==> config.mk <==
export PLATFORM = sky130hd
export DESIGN_NAME = joint_slew_limit_servo_position_core
export DESIGN_NICKNAME = d
export VERILOG_FILES = /design/src/hw/rtl/jslsp_pkg.sv /design/src/hw/rtl/joint_slew_limit_servo_position_core.sv /design/src/hw/rtl/jslsp_slew_lane.sv /design/src/hw/rtl/jslsp_pos_map.sv /design/src/hw/rtl/jslsp_vel_sat.sv
export SDC_FILE = /design/constraint.sdc
export NUM_CORES = 2
export LEC_CHECK = 0
export BUFFER_PORTS_ARGS = -buffer_cell sky130_fd_sc_hd__buf_2
export CORE_MARGIN = 1
export CORE_UTILIZATION = 49
export CTS_CLUSTER_DIAMETER = 200
export CTS_CLUSTER_SIZE = 40
export DETAILED_ROUTE_END_ITERATION = 7
export SYNTH_ARGS = -nofsm -noshare
export SYNTH_HDL_FRONTEND = slang
export SYNTH_SLANG_ARGS = --single-unit
export TNS_END_PERCENT = 100
==> constraint.sdc <==
create_clock -name clk -period 23.8 [get_ports clk]
set_input_delay 3.57 -clock clk [delete_from_list [all_inputs] [get_ports clk]]
set_output_delay 3.57 -clock clk [all_outputs]
set_load 0.005 [all_outputs]
==> src/hw/rtl/jslsp_pkg.sv <==
`timescale 1ns / 1ps
// ----------------------------------------------------------------------------
// Joint slew limiter package
// Shared widths, register indexes, scale constants and stage control type.
// ----------------------------------------------------------------------------
package jslsp_pkg;

  localparam int JOINTS          = 5;
  localparam int ANGLE_W         = 16;
  localparam int ANGLE_FRAC_BITS = 12;
  localparam int POS_W           = 10;
  localparam int VEL_IN_W        = 32;
  localparam int VEL_W           = 11;
  localparam int DELTA_W         = 12;
  localparam int VLIM_W          = 10;
  localparam int CFG_IDX_W       = 3;
  localparam int CFG_DATA_W      = 12;
  localparam int S_TDATA_W       = 112;
  localparam int S_TUSER_W       = 2;
  localparam int M_TDATA_W       = 64;

  localparam logic [POS_W-1:0] POS_MAX = 10'd1023;

  // Magnitude of a (possibly negated) angle; -(-32768) still fits unsigned.
  localparam int MAG_W = ANGLE_W;

  // 512/pi as unsigned Q32, split into two 20-bit halves so each partial
  // product stays a small multiplier: SCALE = SCALE_HI * 2^20 + SCALE_LO.
  localparam int              SCALE_SPLIT = 20;
  localparam logic [19:0]     SCALE_HI    = 20'd667544;
  localparam logic [19:0]     SCALE_LO    = 20'd224846;
  localparam int              PP_W        = MAG_W + SCALE_SPLIT;
  localparam int              PROD_W      = PP_W + SCALE_SPLIT + 1;
  localparam int              ROUND_SHIFT = 32 + ANGLE_FRAC_BITS;
  localparam int              OFF_W       = PROD_W - ROUND_SHIFT;
  localparam logic [PROD_W-1:0] ROUND_HALF = PROD_W'(1) << (ROUND_SHIFT - 1);

  // Signed width wide enough for center +/- offset.
  localparam int SUM_W = OFF_W + 2;

  typedef logic signed [ANGLE_W-1:0] angle_t;

  typedef enum logic [CFG_IDX_W-1:0] {
    REG_STEP_LIMIT   = 3'd0,
    REG_MAX_VELOCITY = 3'd1,
    REG_SIGN_MASK    = 3'd2,
    REG_CENTER_0     = 3'd3,
    REG_CENTER_1     = 3'd4,
    REG_CENTER_2     = 3'd5,
    REG_CENTER_3     = 3'd6,
    REG_CENTER_4     = 3'd7
  } cfg_reg_t;

  // Per-stage advance strobes, driven by the top-level flow control.
  typedef struct packed {
    logic adv1;
    logic adv2;
    logic adv3;
  } stage_en_t;

endpackage

==> src/hw/rtl/joint_slew_limit_servo_position_core.sv <==
`timescale 1ns / 1ps
// ----------------------------------------------------------------------------
// Joint slew limiter with servo position mapping
// Five joint lanes move held angles toward their targets by a bounded step
// and map them to ten-bit servo positions; a velocity command is saturated.
// ----------------------------------------------------------------------------
//
// Channel   Direction  Fields (lowest bit first)
// s_t*      in         tdata: target_0..target_4, velocity_request
//                      tuser: targets_complete, velocity_present
// m_t*      out        tdata: servo_pos_0..servo_pos_4, velocity_out
// cfg_*     in         cfg_we, cfg_index, cfg_data (no read-back)
//
// The block takes one request per clock unless a result-side stall has
// backed up to the input. A request passes four register stages: input,
// slew update, partial products, result. The slew update of the held angles
// is the only loop, which sets the rate. A request without targets_complete
// is dropped at the input stage and leaves no trace. Each stage moves
// whenever the one after it is free or draining, so a stall on the result
// side backs up through the stages before the input side is held off.
// Reset clears the held angles, the primed flag, all valid flags and the
// configuration registers to their defaults.
//
module joint_slew_limit_servo_position_core (
  input  logic                                 clk,
  input  logic                                 rst,
  // Input requests.
  input  logic                                 s_tvalid,
  output logic                                 s_tready,
  // [79:0] target_0..target_4 (16 each), [111:80] velocity_request
  input  logic [jslsp_pkg::S_TDATA_W-1:0]      s_tdata,
  // [0] targets_complete, [1] velocity_present
  input  logic [jslsp_pkg::S_TUSER_W-1:0]      s_tuser,
  // Results.
  output logic                                 m_tvalid,
  input  logic                                 m_tready,
  // [49:0] servo_pos_0..servo_pos_4 (10 each), [60:50] velocity_out, rest 0
  output logic [jslsp_pkg::M_TDATA_W-1:0]      m_tdata,
  // Configuration writes.
  input  logic                                 cfg_we,
  input  logic [jslsp_pkg::CFG_IDX_W-1:0]      cfg_index,
  input  logic [jslsp_pkg::CFG_DATA_W-1:0]     cfg_data
);
  import jslsp_pkg::*;

  // Configuration registers.
  logic [DELTA_W-1:0] step_limit;
  logic [VLIM_W-1:0]  max_velocity;
  logic [JOINTS-1:0]  sign_mask;
  logic [POS_W-1:0]   center [JOINTS];

  always_ff @(posedge clk) begin
    if (rst) begin
      step_limit   <= DELTA_W'(61);
      max_velocity <= VLIM_W'(200);
      sign_mask    <= '0;
      for (int j = 0; j < JOINTS; j++) begin
        center[j] <= POS_W'(512);
      end
    end else if (cfg_we) begin
      unique case (cfg_reg_t'(cfg_index))
        REG_STEP_LIMIT:   step_limit   <= cfg_data[DELTA_W-1:0];
        REG_MAX_VELOCITY: max_velocity <= cfg_data[VLIM_W-1:0];
        REG_SIGN_MASK:    sign_mask    <= cfg_data[JOINTS-1:0];
        REG_CENTER_0:     center[0]    <= cfg_data[POS_W-1:0];
        REG_CENTER_1:     center[1]    <= cfg_data[POS_W-1:0];
        REG_CENTER_2:     center[2]    <= cfg_data[POS_W-1:0];
        REG_CENTER_3:     center[3]    <= cfg_data[POS_W-1:0];
        REG_CENTER_4:     center[4]    <= cfg_data[POS_W-1:0];
        default: ;
      endcase
    end
  end

  // Stage valid flags and flow control. A stage is ready when it is empty
  // or when its content moves on in the same cycle.
  logic      v0, v1, v2, v3;
  logic      rdy1, rdy2, rdy3;
  logic      primed;
  stage_en_t en;

  assign rdy3     = !v3 || m_tready;
  assign rdy2     = !v2 || rdy3;
  assign rdy1     = !v1 || rdy2;
  assign s_tready = !v0 || rdy1;
  assign en.adv1  = v0 && rdy1;
  assign en.adv2  = v1 && rdy2;
  assign en.adv3  = v2 && rdy3;
  assign m_tvalid = v3;

  always_ff @(posedge clk) begin
    if (rst) begin
      v0     <= 1'b0;
      v1     <= 1'b0;
      v2     <= 1'b0;
      v3     <= 1'b0;
      primed <= 1'b0;
    end else begin
      if (s_tready) begin
        // Incomplete requests never enter the pipeline.
        v0 <= s_tvalid && s_tuser[0];
      end
      if (rdy1) begin
        v1 <= v0;
      end
      if (rdy2) begin
        v2 <= v1;
      end
      if (rdy3) begin
        v3 <= v2;
      end
      if (en.adv1) begin
        primed <= 1'b1;
      end
    end
  end

  // Input stage payload.
  angle_t                     tgt [JOINTS];
  logic                       vel_present;
  logic signed [VEL_IN_W-1:0] vel_request;

  always_ff @(posedge clk) begin
    if (s_tready && s_tvalid) begin
      for (int j = 0; j < JOINTS; j++) begin
        tgt[j] <= s_tdata[j*ANGLE_W +: ANGLE_W];
      end
      vel_present <= s_tuser[1];
      vel_request <= s_tdata[JOINTS*ANGLE_W +: VEL_IN_W];
    end
  end

  // Joint lanes: slew update, then position mapping.
  logic [POS_W-1:0] pos [JOINTS];

  for (genvar j = 0; j < JOINTS; j++) begin : g_lane
    logic             neg;
    logic [MAG_W-1:0] mag;

    jslsp_slew_lane u_slew (
      .clk        (clk),
      .rst        (rst),
      .en         (en),
      .primed     (primed),
      .target     (tgt[j]),
      .step_limit (step_limit),
      .invert     (sign_mask[j]),
      .neg        (neg),
      .mag        (mag)
    );

    jslsp_pos_map u_map (
      .clk    (clk),
      .en     (en),
      .neg    (neg),
      .mag    (mag),
      .center (center[j]),
      .pos    (pos[j])
    );
  end

  // Velocity path: saturate at the slew stage, then ride along.
  logic signed [VEL_W-1:0] vel_sat;
  logic signed [VEL_W-1:0] vel1, vel2, vel3;

  jslsp_vel_sat u_vel (
    .present (vel_present),
    .request (vel_request),
    .limit   (max_velocity),
    .vel     (vel_sat)
  );

  always_ff @(posedge clk) begin
    if (en.adv1) begin
      vel1 <= vel_sat;
    end
    if (en.adv2) begin
      vel2 <= vel1;
    end
    if (en.adv3) begin
      vel3 <= vel2;
    end
  end

  // Result packing.
  always_comb begin
    m_tdata = '0;
    for (int j = 0; j < JOINTS; j++) begin
      m_tdata[j*POS_W +: POS_W] = pos[j];
    end
    m_tdata[JOINTS*POS_W +: VEL_W] = vel3;
  end

endmodule

==> src/hw/rtl/jslsp_slew_lane.sv <==
`timescale 1ns / 1ps
// ----------------------------------------------------------------------------
// Slew lane
// Holds one joint angle, loads it from the first target, then steps it toward
// the target; registers sign and magnitude of the direction-corrected result.
// ----------------------------------------------------------------------------
module jslsp_slew_lane (
  input  logic                            clk,
  input  logic                            rst,
  input  jslsp_pkg::stage_en_t            en,
  input  logic                            primed,
  input  jslsp_pkg::angle_t               target,
  input  logic [jslsp_pkg::DELTA_W-1:0]   step_limit,
  input  logic                            invert,
  output logic                            neg,
  output logic [jslsp_pkg::MAG_W-1:0]     mag
);
  import jslsp_pkg::*;

  angle_t                     held;
  angle_t                     held_next;
  angle_t                     step;
  logic signed [ANGLE_W:0]    diff;
  logic signed [ANGLE_W:0]    md;
  logic signed [ANGLE_W:0]    ang;
  logic signed [ANGLE_W:0]    ang_abs;

  always_comb begin
    diff = {target[ANGLE_W-1], target} - {held[ANGLE_W-1], held};
    md   = $signed({{(ANGLE_W + 1 - DELTA_W){1'b0}}, step_limit});
    // The new value lies between held and target, so 16 bits always suffice.
    if (diff > md) begin
      step = ANGLE_W'({held[ANGLE_W-1], held} + md);
    end else if (diff < -md) begin
      step = ANGLE_W'({held[ANGLE_W-1], held} - md);
    end else begin
      step = target;
    end
    held_next = primed ? step : target;
    ang       = invert ? -{held_next[ANGLE_W-1], held_next}
                       : {held_next[ANGLE_W-1], held_next};
    ang_abs   = ang[ANGLE_W] ? -ang : ang;
  end

  always_ff @(posedge clk) begin
    if (rst) begin
      held <= '0;
    end else if (en.adv1) begin
      held <= held_next;
    end
  end

  always_ff @(posedge clk) begin
    if (en.adv1) begin
      neg <= ang[ANGLE_W];
      mag <= ang_abs[MAG_W-1:0];
    end
  end

endmodule

==> src/hw/rtl/jslsp_pos_map.sv <==
`timescale 1ns / 1ps
// ----------------------------------------------------------------------------
// Position mapper
// Scales an angle magnitude to servo counts in two registered steps:
// partial products, then sum, round, add center and clamp.
// ----------------------------------------------------------------------------
module jslsp_pos_map (
  input  logic                          clk,
  input  jslsp_pkg::stage_en_t          en,
  input  logic                          neg,
  input  logic [jslsp_pkg::MAG_W-1:0]   mag,
  input  logic [jslsp_pkg::POS_W-1:0]   center,
  output logic [jslsp_pkg::POS_W-1:0]   pos
);
  import jslsp_pkg::*;

  logic [PP_W-1:0]          pp_hi;
  logic [PP_W-1:0]          pp_lo;
  logic                     neg2;
  logic [PROD_W-1:0]        prod;
  logic [OFF_W-1:0]         off;
  logic signed [SUM_W-1:0]  sum;
  logic [POS_W-1:0]         pos_next;

  always_ff @(posedge clk) begin
    if (en.adv2) begin
      pp_hi <= PP_W'(mag) * PP_W'(SCALE_HI);
      pp_lo <= PP_W'(mag) * PP_W'(SCALE_LO);
      neg2  <= neg;
    end
  end

  always_comb begin
    prod = (PROD_W'(pp_hi) << SCALE_SPLIT) + PROD_W'(pp_lo) + ROUND_HALF;
    off  = prod[ROUND_SHIFT +: OFF_W];
    if (neg2) begin
      sum = $signed(SUM_W'(center)) - $signed(SUM_W'(off));
    end else begin
      sum = $signed(SUM_W'(center)) + $signed(SUM_W'(off));
    end
    if (sum < 0) begin
      pos_next = '0;
    end else if (sum > $signed(SUM_W'(POS_MAX))) begin
      pos_next = POS_MAX;
    end else begin
      pos_next = sum[POS_W-1:0];
    end
  end

  always_ff @(posedge clk) begin
    if (en.adv3) begin
      pos <= pos_next;
    end
  end

endmodule

==> src/hw/rtl/jslsp_vel_sat.sv <==
`timescale 1ns / 1ps
// ----------------------------------------------------------------------------
// Velocity saturator
// Zeroes a missing velocity and clamps it to a symmetric limit.
// ----------------------------------------------------------------------------
module jslsp_vel_sat (
  input  logic                                   present,
  input  logic signed [jslsp_pkg::VEL_IN_W-1:0]  request,
  input  logic [jslsp_pkg::VLIM_W-1:0]           limit,
  output logic signed [jslsp_pkg::VEL_W-1:0]     vel
);
  import jslsp_pkg::*;

  logic signed [VEL_IN_W-1:0] v;
  logic signed [VEL_IN_W-1:0] lim;

  always_comb begin
    v   = present ? request : '0;
    lim = $signed(VEL_IN_W'(limit));
    if (v > lim) begin
      vel = lim[VEL_W-1:0];
    end else if (v < -lim) begin
      vel = VEL_W'(-lim);
    end else begin
      vel = v[VEL_W-1:0];
    end
  end

endmodule

==> metrics <==
syn avg cell area=9.93 um^2; largest net degree at the start of global routing=124; Root Buffer=clkbuf_16; status=complete, no violations; drt wl/cell=21.4 um; Buf+Inv Stages, Crit Path=2; Overflow after GRT=0; Leak=0.0472 uW; hold_ws=437 ps; relative slew slack=11.5%; worst hold path depth=0; Vias=67200; Die X=438 um; busiest grt layer=met2; CTS Buffer Depth=3; top cell type by total area after synthesis=ha_1; XOR/XNOR Fraction of Synth Area=5.28%; Worst Path Arrival=9020 ps; largest family of logic cells by synthesized area=adder cells; fmax=117 MHz; Initial Utilization=49.5%; die height=438 um; GRT Util Overall=27.1%; Synth Warn #=0; Synth area leaders=ha_1 24%, fa_1 20%, edfxtp_1 18%; Power, Total=12500 uW; area share of the largest cell type after synthesis=24.4%; Synth Register Bits=668; Hold-fix buffers, CTS=0; IO Count=200; Adder-Cell Fraction of Synth Area=44.8%; Pre-antenna DRT Iters=8; Post-synth EDFFs=556; Final nets=12400; share of post-route cells with drive strength above 1=4.52%; Pwr Density=128 nW/um^2; Final ANT Viol Nets=0; commonest non-fill, non-tap cell in the layout=ha_1; CP required=24280 ps; final WL=259 mm; Critical Path Start Type=register; Slew Viols, Final=0; final worst path period share=35.9%; worst reg-to-reg path cell count=35; first-pass GRT wire length=402 mm; multiplexer share of the synthesized area=0.675%; vias in the first global route=68000; Slew @ Worst Pin=1330 ps; slowest CP cell=o21ai_1; Skew-Pair Late Insertion Delay=740 ps; Core Area=188000 um^2; crit path kind=register to register; Post-synth ARST share=0%; CTS clk-pin slew, worst paths=170 ps; RSZ-0062 raised after global routing=no; most frequent cells in the layout=1816 x ha_1, 1669 x inv_1, 950 x fa_1, 556 x edfxtp_1, 544 x nor2_1; Mapped Cells=9396; Synth Area in Compound Gates=12.5%; Hold Path Class=register to register; Area Overhead vs Synth=5.19%; drt drc=0; Rows=159; Period minus WS final=8530 ps; initial antenna violation count=20; Num CTS Buffers=22; Hold Vio Cnt, Final=0; H-tree depth=1; GRT met2 Usage=43.4%; routability cong.=0.959; Synth Flop Type=edfxtp_1; Crit. End Element=register; Final setup viols=0; vias per cell=5.57; Gates resized, CTS repair=0; WP depth=35; post-CTS setup buffers=0; Top delay family on crit path=compound AO/OA/AOI/OAI gates; starting DRC count in detailed routing=4482; CP peak stage delay=650 ps; Post-DP HPWL=216 mm; post-synthesis sequential area ratio=20.3%; Distinct cells, synth=116; CTS tree=built; Max-Cap Viols=0; grt met1 use=38.2%; I/O Buffers=196; peak supply drop=0.000117 V; GR Util met3=2.36%; Synth Area in Simple Gates=9.13%; setup_tns=0 ps; Clock Skew=57.6 ps; synthesized cell area=93300 um^2; clock sink count=668; worst-path fanout max=10; die area=192000 um^2
synthesized netlist by cell type (161+ instances only):
master,n
nor2_1,545
edfxtp_1,556
nand2_1,393
xnor2_1,401
fa_1,950
ha_1,1816
inv_1,1670
xor2_1,161
a21oi_1,540
a21o_1,187
nor3_1,168
o21ai_0,290
routing by layer:
metal	routed length [um]	vias up
met5	39	-
li1	-	32400
met1	120000	32800
met4	9800	6
met2	117000	1657
met3	11800	312
report_power, final:
group | switching [uW] | internal (uW)
Clock | 413 | 204
Combinational | 5540 | 4370
Sequential | 122 | 1870
Total | 6080 | 6440
worst register-to-register path: cells and delay by family (launching register included):
| kind | cells | cell delay (ps) |
|---|---|---|
| flip-flops | 1 | 460 |
| XOR/XNOR | 3 | 570 |
| AND/OR/NAND/NOR | 7 | 1520 |
| AO/OA/AOI/OAI | 19 | 4260 |
| buffers and inverters | 2 | 180 |
| adder cells (fa/ha/maj) | 4 | 1270 |
state kept, by name, summed over array words and instances (netlist names), 12 cells and up:
register	count
g_lane.u_slew.mag	80
vel_request	32
tgt	80
g_lane.u_map.pos	50
g_lane.u_slew.held	80
center	50
g_lane.u_map.pp_hi	165
g_lane.u_map.pp_lo	55
step_limit	12
worst paths after layout:
kind	startpoint	endpoint	slack [ps]
worst max-delay path	tgt[0][64]$_DFFE_PP_	g_lane[4].u_slew.mag[14]$_DFFE_PP_	15270
worst min-delay path	vel2[5]$_DFFE_PP_	vel3[5]$_DFFE_PP_	440
worst max register to register	tgt[0][64]$_DFFE_PP_	g_lane[4].u_slew.mag[14]$_DFFE_PP_	15270
worst min register to register	vel2[5]$_DFFE_PP_	vel3[5]$_DFFE_PP_	440
cells by family after synthesis:
group / Yosys count
AND/OR/NAND/NOR: 1768
buffers and inverters: 1812
AO/OA/AOI/OAI: 1758
adder cells (fa/ha/maj): 2768
multiplexers: 59
other: 1
XOR/XNOR: 562
flip-flops: 668
area by class of cell:
| type | instances | area [um^2] |
|---|---|---|
| diodes | 15 | 37.5 |
| clock buffers | 34 | 638 |
| repair buffers | 253 | 1420 |
| clock inverters | 6 | 120 |
| multi-input cells | 6918 | 67600 |
| well taps | 2495 | 3120 |
| flip-flops and latches | 668 | 18900 |
| fillers | 17200 | 90300 |
| inverters | 1675 | 6290 |
through the flow:
step | area, um^2 | util, % | worst slack, ps | instances
3_3_place_gp | 97300 | 51.7 | 15480 | 12000
4_1_cts | 98100 | 52.1 | 15310 | 12000
3_5_place_dp | 97300 | 51.7 | 15390 | 12000
2_1_floorplan | 93300 | - | 1960 | 9398
5_1_grt | 98100 | 52.1 | 14540 | 12100
6_report | 98100 | 52.1 | 15270 | 12100
Power figures use the tool's default switching activity.
